==> config.mk <==
export PLATFORM = sky130hd
export DESIGN_NAME = wav_header_parse_and_pcm_unpack_flat
export DESIGN_NICKNAME = d
export VERILOG_FILES = /design/src/wavp_pkg.sv /design/src/wavp_if.sv /design/src/wavp_in_reg.sv /design/src/wavp_core.sv /design/src/wavp_out_reg.sv /design/src/wav_header_parse_and_pcm_unpack.sv /design/src/flat_wrapper.sv
export SDC_FILE = /design/constraint.sdc
export NUM_CORES = 1
export LEC_CHECK = 0
export BUFFER_PORTS_ARGS = -buffer_cell sky130_fd_sc_hd__buf_4
export CORE_MARGIN = 4
export CORE_UTILIZATION = 50
export DETAILED_ROUTE_END_ITERATION = 10
export PLACE_DENSITY = 0.7
export SYNTH_ARGS = -nofsm -noshare
export SYNTH_HDL_FRONTEND = slang
export SYNTH_SLANG_ARGS = --single-unit
export TNS_END_PERCENT = 5
==> constraint.sdc <==
create_clock -name clk -period 19.3 [get_ports clk]
set_clock_uncertainty 0.05 [all_clocks]
set_input_delay 5.79 -clock clk [delete_from_list [all_inputs] [get_ports clk]]
set_output_delay 5.79 -clock clk [all_outputs]
set_load 0.05 [all_outputs]
==> src/wavp_pkg.sv <==
// shared types and constants of the wav header parser and pcm unpacker
// no dependencies; compiled first
package wavp_pkg;

  // header layout
  localparam int HEADER_BYTES = 44;
  localparam int POS_W        = 6;

  localparam logic [POS_W-1:0] POS_HDR_END   = POS_W'(HEADER_BYTES);
  localparam logic [POS_W-1:0] POS_LAST      = POS_W'(HEADER_BYTES - 1);
  localparam logic [POS_W-1:0] POS_RIFF_END  = POS_W'(3);
  localparam logic [POS_W-1:0] POS_WAVE_END  = POS_W'(11);
  localparam logic [POS_W-1:0] POS_FMT_END   = POS_W'(15);
  localparam logic [POS_W-1:0] POS_AFMT_END  = POS_W'(21);
  localparam logic [POS_W-1:0] POS_CHAN_END  = POS_W'(23);
  localparam logic [POS_W-1:0] POS_RATE_END  = POS_W'(27);
  localparam logic [POS_W-1:0] POS_BITS_END  = POS_W'(35);
  localparam logic [POS_W-1:0] POS_DATA_END  = POS_W'(39);

  // tags as little-endian words
  localparam logic [31:0] TAG_RIFF = 32'h4646_4952;
  localparam logic [31:0] TAG_WAVE = 32'h4556_4157;
  localparam logic [31:0] TAG_FMT  = 32'h2074_6d66;
  localparam logic [31:0] TAG_DATA = 32'h6174_6164;

  localparam logic [15:0] PCM_FORMAT  = 16'd1;
  localparam logic [15:0] MONO_CHANS  = 16'd1;
  localparam logic [15:0] BITS_EIGHT  = 16'd8;

  // result kinds
  typedef enum logic [1:0] {
    KIND_SAMPLE = 2'd0,
    KIND_ACCEPT = 2'd1,
    KIND_REJECT = 2'd2
  } kind_t;

  // reject reasons
  typedef enum logic [2:0] {
    ERR_RIFF     = 3'd0,
    ERR_WAVE     = 3'd1,
    ERR_FMT      = 3'd2,
    ERR_FORMAT   = 3'd3,
    ERR_CHANNELS = 3'd4,
    ERR_DATA     = 3'd5
  } err_t;

  localparam logic [2:0] ERR_NONE = 3'd0;

  typedef struct packed {
    logic [7:0] file_byte;
    logic       file_start;
  } in_item_t;

  typedef struct packed {
    logic [1:0]         kind;
    logic signed [15:0] sample_value;
    logic [31:0]        sample_rate;
    logic [15:0]        sample_bits;
    logic [2:0]         error_code;
  } result_t;

endpackage

==> src/wavp_if.sv <==
// valid/ready channel interfaces for file bytes and results
// no dependencies
interface wavp_in_if;
  logic       valid;
  logic       ready;
  logic [7:0] file_byte;
  logic       file_start;

  modport source (output valid, output file_byte, output file_start, input ready);
  modport sink   (input valid, input file_byte, input file_start, output ready);
endinterface

interface wavp_out_if;
  logic               valid;
  logic               ready;
  logic [1:0]         kind;
  logic signed [15:0] sample_value;
  logic [31:0]        sample_rate;
  logic [15:0]        sample_bits;
  logic [2:0]         error_code;

  modport source (output valid, output kind, output sample_value, output sample_rate,
                  output sample_bits, output error_code, input ready);
  modport sink   (input valid, input kind, input sample_value, input sample_rate,
                  input sample_bits, input error_code, output ready);
endinterface

==> src/wavp_in_reg.sv <==
// input register: captures one file byte beat and holds it until consumed
// depends on wavp_pkg and wavp_in_if
module wavp_in_reg (
  input  logic              clk,
  input  logic              rst_n,
  wavp_in_if.sink           in_bus,
  input  logic              consume,
  output logic              item_valid,
  output wavp_pkg::in_item_t item
);
  import wavp_pkg::*;

  logic     valid_r, valid_nxt;
  in_item_t item_r;

  // take a new beat when empty or when the held one leaves this cycle
  assign in_bus.ready = !valid_r || consume;

  always_comb begin
    valid_nxt = valid_r;
    if (in_bus.ready) begin
      valid_nxt = in_bus.valid;
    end
  end

  always_ff @(posedge clk) begin
    if (!rst_n) begin
      valid_r <= 1'b0;
    end else begin
      valid_r <= valid_nxt;
    end
  end

  // payload
  always_ff @(posedge clk) begin
    if (in_bus.ready && in_bus.valid) begin
      item_r.file_byte  <= in_bus.file_byte;
      item_r.file_start <= in_bus.file_start;
    end
  end

  assign item_valid = valid_r;
  assign item       = item_r;
endmodule

==> src/wavp_core.sv <==
// header parse state and sample unpacking for one byte per cycle while fire is high
// depends on wavp_pkg
module wavp_core (
  input  logic               clk,
  input  logic               rst_n,
  input  wavp_pkg::in_item_t item,
  input  logic               fire,
  output logic               res_valid,
  output wavp_pkg::result_t  res
);
  import wavp_pkg::*;

  logic [POS_W-1:0] pos_r, pos_e, pos_nxt;
  logic [31:0]      shift_r, shift_e, shift_nxt, shifted;
  logic [31:0]      rate_r, rate_e, rate_nxt;
  logic [15:0]      bits_r, bits_e, bits_nxt;
  logic [7:0]       low_r, low_nxt;
  logic             phase_r, phase_e, phase_nxt;
  logic             rej_r, rej_e, rej_nxt;
  logic             reject;
  logic [2:0]       err;
  logic [1:0]       kind;
  logic [15:0]      sample;
  logic [7:0]       b;

  assign b = item.file_byte;

  // a file start clears the parse state before this byte is used
  always_comb begin
    pos_e   = item.file_start ? '0 : pos_r;
    shift_e = item.file_start ? '0 : shift_r;
    rate_e  = item.file_start ? '0 : rate_r;
    bits_e  = item.file_start ? '0 : bits_r;
    phase_e = item.file_start ? 1'b0 : phase_r;
    rej_e   = item.file_start ? 1'b0 : rej_r;
  end

  assign shifted = {b, shift_e[31:8]};

  // parse or unpack
  always_comb begin
    pos_nxt   = pos_e;
    shift_nxt = shift_e;
    rate_nxt  = rate_e;
    bits_nxt  = bits_e;
    low_nxt   = low_r;
    phase_nxt = phase_e;
    rej_nxt   = rej_e;
    reject    = 1'b0;
    err       = ERR_NONE;
    kind      = KIND_SAMPLE;
    sample    = '0;
    res_valid = 1'b0;
    if (!rej_e) begin
      if (pos_e >= POS_HDR_END) begin
        if (bits_e == BITS_EIGHT) begin
          // (byte - 128) * 64
          res_valid = 1'b1;
          sample    = {{3{~b[7]}}, b[6:0], 6'b0};
        end else if (!phase_e) begin
          low_nxt   = b;
          phase_nxt = 1'b1;
        end else begin
          phase_nxt = 1'b0;
          res_valid = 1'b1;
          sample    = {b, low_r};
        end
      end else begin
        shift_nxt = shifted;
        pos_nxt   = pos_e + POS_W'(1);
        case (pos_e)
          POS_RIFF_END: begin
            if (shifted != TAG_RIFF) begin
              reject = 1'b1;
              err    = ERR_RIFF;
            end
          end
          POS_WAVE_END: begin
            if (shifted != TAG_WAVE) begin
              reject = 1'b1;
              err    = ERR_WAVE;
            end
          end
          POS_FMT_END: begin
            if (shifted != TAG_FMT) begin
              reject = 1'b1;
              err    = ERR_FMT;
            end
          end
          POS_AFMT_END: begin
            if (shifted[31:16] != PCM_FORMAT) begin
              reject = 1'b1;
              err    = ERR_FORMAT;
            end
          end
          POS_CHAN_END: begin
            if (shifted[31:16] != MONO_CHANS) begin
              reject = 1'b1;
              err    = ERR_CHANNELS;
            end
          end
          POS_RATE_END: begin
            rate_nxt = shifted;
          end
          POS_BITS_END: begin
            bits_nxt = shifted[31:16];
          end
          POS_DATA_END: begin
            if (shifted != TAG_DATA) begin
              reject = 1'b1;
              err    = ERR_DATA;
            end
          end
          default: begin
          end
        endcase
        if (reject) begin
          rej_nxt   = 1'b1;
          res_valid = 1'b1;
          kind      = KIND_REJECT;
        end else if (pos_e == POS_LAST) begin
          res_valid = 1'b1;
          kind      = KIND_ACCEPT;
        end
      end
    end
  end

  // result word
  always_comb begin
    res.kind         = kind;
    res.sample_value = sample;
    res.sample_rate  = rate_nxt;
    res.sample_bits  = bits_nxt;
    res.error_code   = err;
  end

  // state update
  always_ff @(posedge clk) begin
    if (!rst_n) begin
      pos_r   <= '0;
      shift_r <= '0;
      rate_r  <= '0;
      bits_r  <= '0;
      phase_r <= 1'b0;
      rej_r   <= 1'b0;
    end else if (fire) begin
      pos_r   <= pos_nxt;
      shift_r <= shift_nxt;
      rate_r  <= rate_nxt;
      bits_r  <= bits_nxt;
      phase_r <= phase_nxt;
      rej_r   <= rej_nxt;
    end
  end

  // pending low byte
  always_ff @(posedge clk) begin
    if (!rst_n) begin
      low_r <= '0;
    end else if (fire) begin
      low_r <= low_nxt;
    end
  end
endmodule

==> src/wavp_out_reg.sv <==
// result register: holds one result beat until the sink takes it
// depends on wavp_pkg and wavp_out_if
module wavp_out_reg (
  input  logic              clk,
  input  logic              rst_n,
  wavp_out_if.source        out_bus,
  input  logic              load,
  input  wavp_pkg::result_t res,
  output logic              free
);
  import wavp_pkg::*;

  logic    valid_r, valid_nxt;
  result_t res_r;

  // slot is free when empty or when its beat leaves this cycle
  assign free = !valid_r || out_bus.ready;

  always_comb begin
    valid_nxt = valid_r;
    if (free) begin
      valid_nxt = load;
    end
  end

  always_ff @(posedge clk) begin
    if (!rst_n) begin
      valid_r <= 1'b0;
    end else begin
      valid_r <= valid_nxt;
    end
  end

  // payload
  always_ff @(posedge clk) begin
    if (free && load) begin
      res_r <= res;
    end
  end

  assign out_bus.valid        = valid_r;
  assign out_bus.kind         = res_r.kind;
  assign out_bus.sample_value = res_r.sample_value;
  assign out_bus.sample_rate  = res_r.sample_rate;
  assign out_bus.sample_bits  = res_r.sample_bits;
  assign out_bus.error_code   = res_r.error_code;
endmodule

==> src/wav_header_parse_and_pcm_unpack.sv <==
// top level: wav header parser and mono pcm unpacker
// throughput: one byte per cycle, set by the single parse stage between the two registers
// a stalled result register holds the parse stage, which then holds the input register
// reset: synchronous active-low rst_n clears both valid flags and all parse state
// depends on wavp_pkg, wavp_if, wavp_in_reg, wavp_core and wavp_out_reg
module wav_header_parse_and_pcm_unpack (
  input  logic        clk,
  input  logic        rst_n,
  wavp_in_if.sink     in_bus,
  wavp_out_if.source  out_bus
);
  import wavp_pkg::*;

  logic     item_valid;
  in_item_t item;
  logic     fire;
  logic     free;
  logic     res_valid;
  result_t  res;

  // byte moves through the parse stage when the result slot can take it
  assign fire = item_valid && free;

  wavp_in_reg u_in_reg (
    .clk        (clk),
    .rst_n      (rst_n),
    .in_bus     (in_bus),
    .consume    (fire),
    .item_valid (item_valid),
    .item       (item)
  );

  wavp_core u_core (
    .clk       (clk),
    .rst_n     (rst_n),
    .item      (item),
    .fire      (fire),
    .res_valid (res_valid),
    .res       (res)
  );

  wavp_out_reg u_out_reg (
    .clk     (clk),
    .rst_n   (rst_n),
    .out_bus (out_bus),
    .load    (fire && res_valid),
    .res     (res),
    .free    (free)
  );
endmodule

==> src/flat_wrapper.sv <==
// flat-port wrapper written by rule: the top's interface ports become plain ports
module wav_header_parse_and_pcm_unpack_flat import wavp_pkg::*;
  (clk, rst_n, in_bus_valid, in_bus_file_byte, in_bus_file_start, in_bus_ready, out_bus_valid, out_bus_kind, out_bus_sample_value, out_bus_sample_rate, out_bus_sample_bits, out_bus_error_code, out_bus_ready);
  wavp_in_if in_bus_i ();
  wavp_out_if out_bus_i ();
  input  logic clk;
  input  logic rst_n;
  input wire logic [$bits(in_bus_i.valid)-1:0] in_bus_valid;
  input wire logic [$bits(in_bus_i.file_byte)-1:0] in_bus_file_byte;
  input wire logic [$bits(in_bus_i.file_start)-1:0] in_bus_file_start;
  output wire logic [$bits(in_bus_i.ready)-1:0] in_bus_ready;
  output wire logic [$bits(out_bus_i.valid)-1:0] out_bus_valid;
  output wire logic [$bits(out_bus_i.kind)-1:0] out_bus_kind;
  output wire logic [$bits(out_bus_i.sample_value)-1:0] out_bus_sample_value;
  output wire logic [$bits(out_bus_i.sample_rate)-1:0] out_bus_sample_rate;
  output wire logic [$bits(out_bus_i.sample_bits)-1:0] out_bus_sample_bits;
  output wire logic [$bits(out_bus_i.error_code)-1:0] out_bus_error_code;
  input wire logic [$bits(out_bus_i.ready)-1:0] out_bus_ready;
  assign in_bus_i.valid = in_bus_valid;
  assign in_bus_i.file_byte = in_bus_file_byte;
  assign in_bus_i.file_start = in_bus_file_start;
  assign in_bus_ready = in_bus_i.ready;
  assign out_bus_valid = out_bus_i.valid;
  assign out_bus_kind = out_bus_i.kind;
  assign out_bus_sample_value = out_bus_i.sample_value;
  assign out_bus_sample_rate = out_bus_i.sample_rate;
  assign out_bus_sample_bits = out_bus_i.sample_bits;
  assign out_bus_error_code = out_bus_i.error_code;
  assign out_bus_i.ready = out_bus_ready;
  wav_header_parse_and_pcm_unpack u_core (.clk(clk), .rst_n(rst_n), .in_bus(in_bus_i), .out_bus(out_bus_i));
endmodule
==> impl_metrics.toml <==
[run_status]
status = "complete, no violations"

[finish]
area_growth_pct = 18.2
fin_cells = 1009
fin_nets = 831
drive_above_1_share_pct = 17.6
final_cell_area_sq_um = 8520
antennaDiodeCount = 0
num-fill-cells = 1212

[critical_path]
crit_arrival_ns = 6.53
r2r_slack_ns = 15.13
crit_path_end_kind = "primary output"
cp_max_fo = 6
reg2reg_to = "u_core.u_out_reg.out_bus.error_code[2]$_SDFFCE_PP0P_"
critPathKind = "in -> out"
r2r_cells = 10
timing.rr.start = "u_core.u_in_reg.item[0]$_DFFE_PP_"
start_kind = "input port"
cp.required_ns = 13.46

[run]
maxCapViolCount = 0

[grt]
grt-ovfl-total = 0
grt_max_degree = 69
grt_usage_pct = 21.0
grt_first_pass_wirelength_um = 27500
grt_pass1_vias = 5444
antenna_found_initial = 0

[drt]
drc = 0
vias = 5724
dr.pass1.iters = 5
wl_met1_um = 7390
wire_per_inst_um = 16.6
wl_met3_um = 925
vias_per_cell = 5.67
dr_wl_met2_um = 8140
initialDrtViolationCount = 534
highest_layer = "met4"
wl_um = 16700
drtAntennaViolNets = 0

[clocking]
clk_latency_ns = 0.42
cts.sinks = 168
cts_buffers = 17
clock_path_buffers = 2
cts_tree = "built"
hold_buffers = 0
postCtsSetupBuffers = 0
post_cts_resized = 0
cts_root_buffer = "clkbuf_16"
htree_levels = 4
clkTransAtPathRegs_ns = 0.06

[synth]
syn_inst = 762
syn_area_sq_um = 7210
ys_warn_count = 0
synth.top_cell.area_share_pct = 32.5
ys.flop_type = "dfxtp_1"
synth_area_leaders = "edfxtp_1, dfxtp_1, nand2_1"
synth_nets = 777
yosysSeqAreaShare_pct = 57.5
synth_top_cell_by_area = "edfxtp_1"
yosysUniqueCellTypes = 56
ys_ff_latch = 168
synth_edf_count = 78
avgSynthCellArea_sq_um = 9.46
synthArstFlopShare_pct = 0

[sta]
hold_violations = 0
drv_slew = 0
relSlewSlack_pct = 11.9
setup_violations = 0
rsz0062_at_grt = "false"
setup_tns_ns = 0
fmax_mhz = 80.8
worstMarginPinSlew_ns = 1.32
fin_ws_ns = 6.93
layout_min_cycle_time_ns = 12.37
finalCritPeriodShare_pct = 64.1

[floorplan]
initial_core_util_pct = 51.5
die_area_sq_um = 16400
ioPinCount = 84
die_x_um = 128
core_area_sq_um = 14000
rows = 43
fp.dieH_um = 128

[power_and_ir_drop]
p_leak_nw = 3.28
power_mw = 0.763
peakVddDrop_uv = 46.9
p_per_area_nw_per_um2 = 89.5

[hold_path]
hp-class = "reg -> reg"
hold_end = "u_core.u_core.rate_r[16]$_SDFFE_PN0P_"
hold_depth = 2
worstHoldStart = "u_core.u_core.rate_r[16]$_SDFFE_PN0P_"

[placement]
gp_congestion = 0.849
place_inst = 977
place_hpwl_um = 10800
place_area_sq_um = 7900
port-buffer-count = 83
dp_slack_ns = 6.94
area by class of cell:
class | instances | area, sq um | share of cell area [%]
clock inverters | 8 | 146 | 1.72
well taps | 180 | 225 | 2.64
clock buffers | 24 | 472 | 5.54
inverters | 17 | 63.8 | 0.749
repair buffers | 92 | 691 | 8.11
flip-flops and latches | 168 | 4140 | 48.6
multi-input cells | 520 | 2780 | 32.6
critical path: stages:
cell     delay (ns)
buf_4          0.11
nor2b_1        0.31
nand2_1        0.12
buf_4          0.20
layout by cell type (no fill, tap or decap), types with 8 or more instances in the layout:
cell type and count:
buf_4 92, inv_1 16, clkbuf_16 17, dfxtp_1 90, and2_1 9, a21oi_1 96, a21o_1 8, nor4_1 10
edfxtp_1 78, o21ai_0 18, nand3_1 21, nor3_1 21, mux2i_1 22, a31o_2 9, nor2_1 74, nand2_1 159
and3_1 11
power by group:
group,total [mW],leakage [nW],switching (mW),internal [mW]
sequential,0.382,1.60,0.00839,0.374
clock,0.354,0.298,0.131,0.223
combinational,0.0266,1.38,0.0191,0.00748
registers in the layout (all words and copies together), names as in the netlist:
| name | flops |
|---|---|
| u_core.u_core.bits_r | 16 |
| u_core.u_core.low_r | 8 |
| u_core.u_core.phase_r | 1 |
| u_core.u_core.pos_r | 6 |
| u_core.u_core.rate_r | 32 |
| u_core.u_core.rej_r | 1 |
| u_core.u_core.shift_r | 24 |
| u_core.u_in_reg.item | 9 |
| u_core.u_in_reg.item_valid | 1 |
| u_core.u_out_reg.out_bus.error_code | 3 |
| u_core.u_out_reg.out_bus.kind | 2 |
| u_core.u_out_reg.out_bus.sample_bits | 16 |
| u_core.u_out_reg.out_bus.sample_rate | 32 |
| u_core.u_out_reg.out_bus.sample_value | 16 |
| u_core.u_out_reg.out_bus.valid | 1 |
per-layer routing:
| layer | vias up | GRT usage (%) |
|---|---|---|
| met3 | 22 | 3.96 |
| li1 | 2761 | - |
| met4 | 0 | 7.87 |
| met1 | 2758 | 27.7 |
| met5 | - | 0 |
| met2 | 183 | 34.5 |
cells by family after synthesis:
kind of cell,after synthesis,share of synthesized area [%]
xor+xnor,1,0.122
mux,22,3.05
flops,168,57.5
buf+inv,74,4.36
simple gates,339,21.9
fa+ha+maj,2,0.347
compound gates,156,12.8
worst max-delay path by stage:
stage / startpoint / end / slack, ns / cells past startpoint
after CTS: out_bus_ready / in_bus_ready / 6.94 / 4
after global routing: out_bus_ready / in_bus_ready / 6.87 / 4
final: out_bus_ready / in_bus_ready / 6.93 / 4
after global placement: out_bus_ready / in_bus_ready / 6.95 / 4
after detailed placement: out_bus_ready / in_bus_ready / 6.94 / 4
after floorplan: out_bus_ready / in_bus_ready / 7.07 / 2
cell usage after synthesis, types with 2 or more instances:
| library cell | instances |
|---|---|
| a211oi_1 | 2 |
| a21o_1 | 8 |
| a21oi_1 | 96 |
| a22o_1 | 4 |
| a22oi_1 | 3 |
| a31o_2 | 9 |
| a31oi_1 | 2 |
| and2_1 | 9 |
| and3_1 | 11 |
| and4bb_2 | 2 |
| buf_1 | 3 |
| buf_2 | 17 |
| buf_6 | 2 |
| clkbuf_1 | 35 |
| dfxtp_1 | 90 |
| edfxtp_1 | 78 |
| ha_1 | 2 |
| inv_1 | 16 |
| mux2i_1 | 22 |
| nand2_1 | 159 |
| nand2b_1 | 2 |
| nand3_1 | 21 |
| nand4_1 | 3 |
| nand4b_1 | 3 |
| nor2_1 | 74 |
| nor2b_1 | 8 |
| nor3_1 | 21 |
| nor4_1 | 10 |
| nor4bb_1 | 3 |
| o21a_1 | 3 |
| o21ai_0 | 18 |
| or3_1 | 2 |
stage by stage:
step           hold WS (ns)  utilization [%]
3_5_place_dp          0.397             56.5
3_3_place_gp          0.387             56.5
2_1_floorplan         0.382                -
4_1_cts               0.406             60.9
6_report              0.404             60.9
5_1_grt               0.420             60.9
No activity file was read; power rests on OpenSTA's default activity.
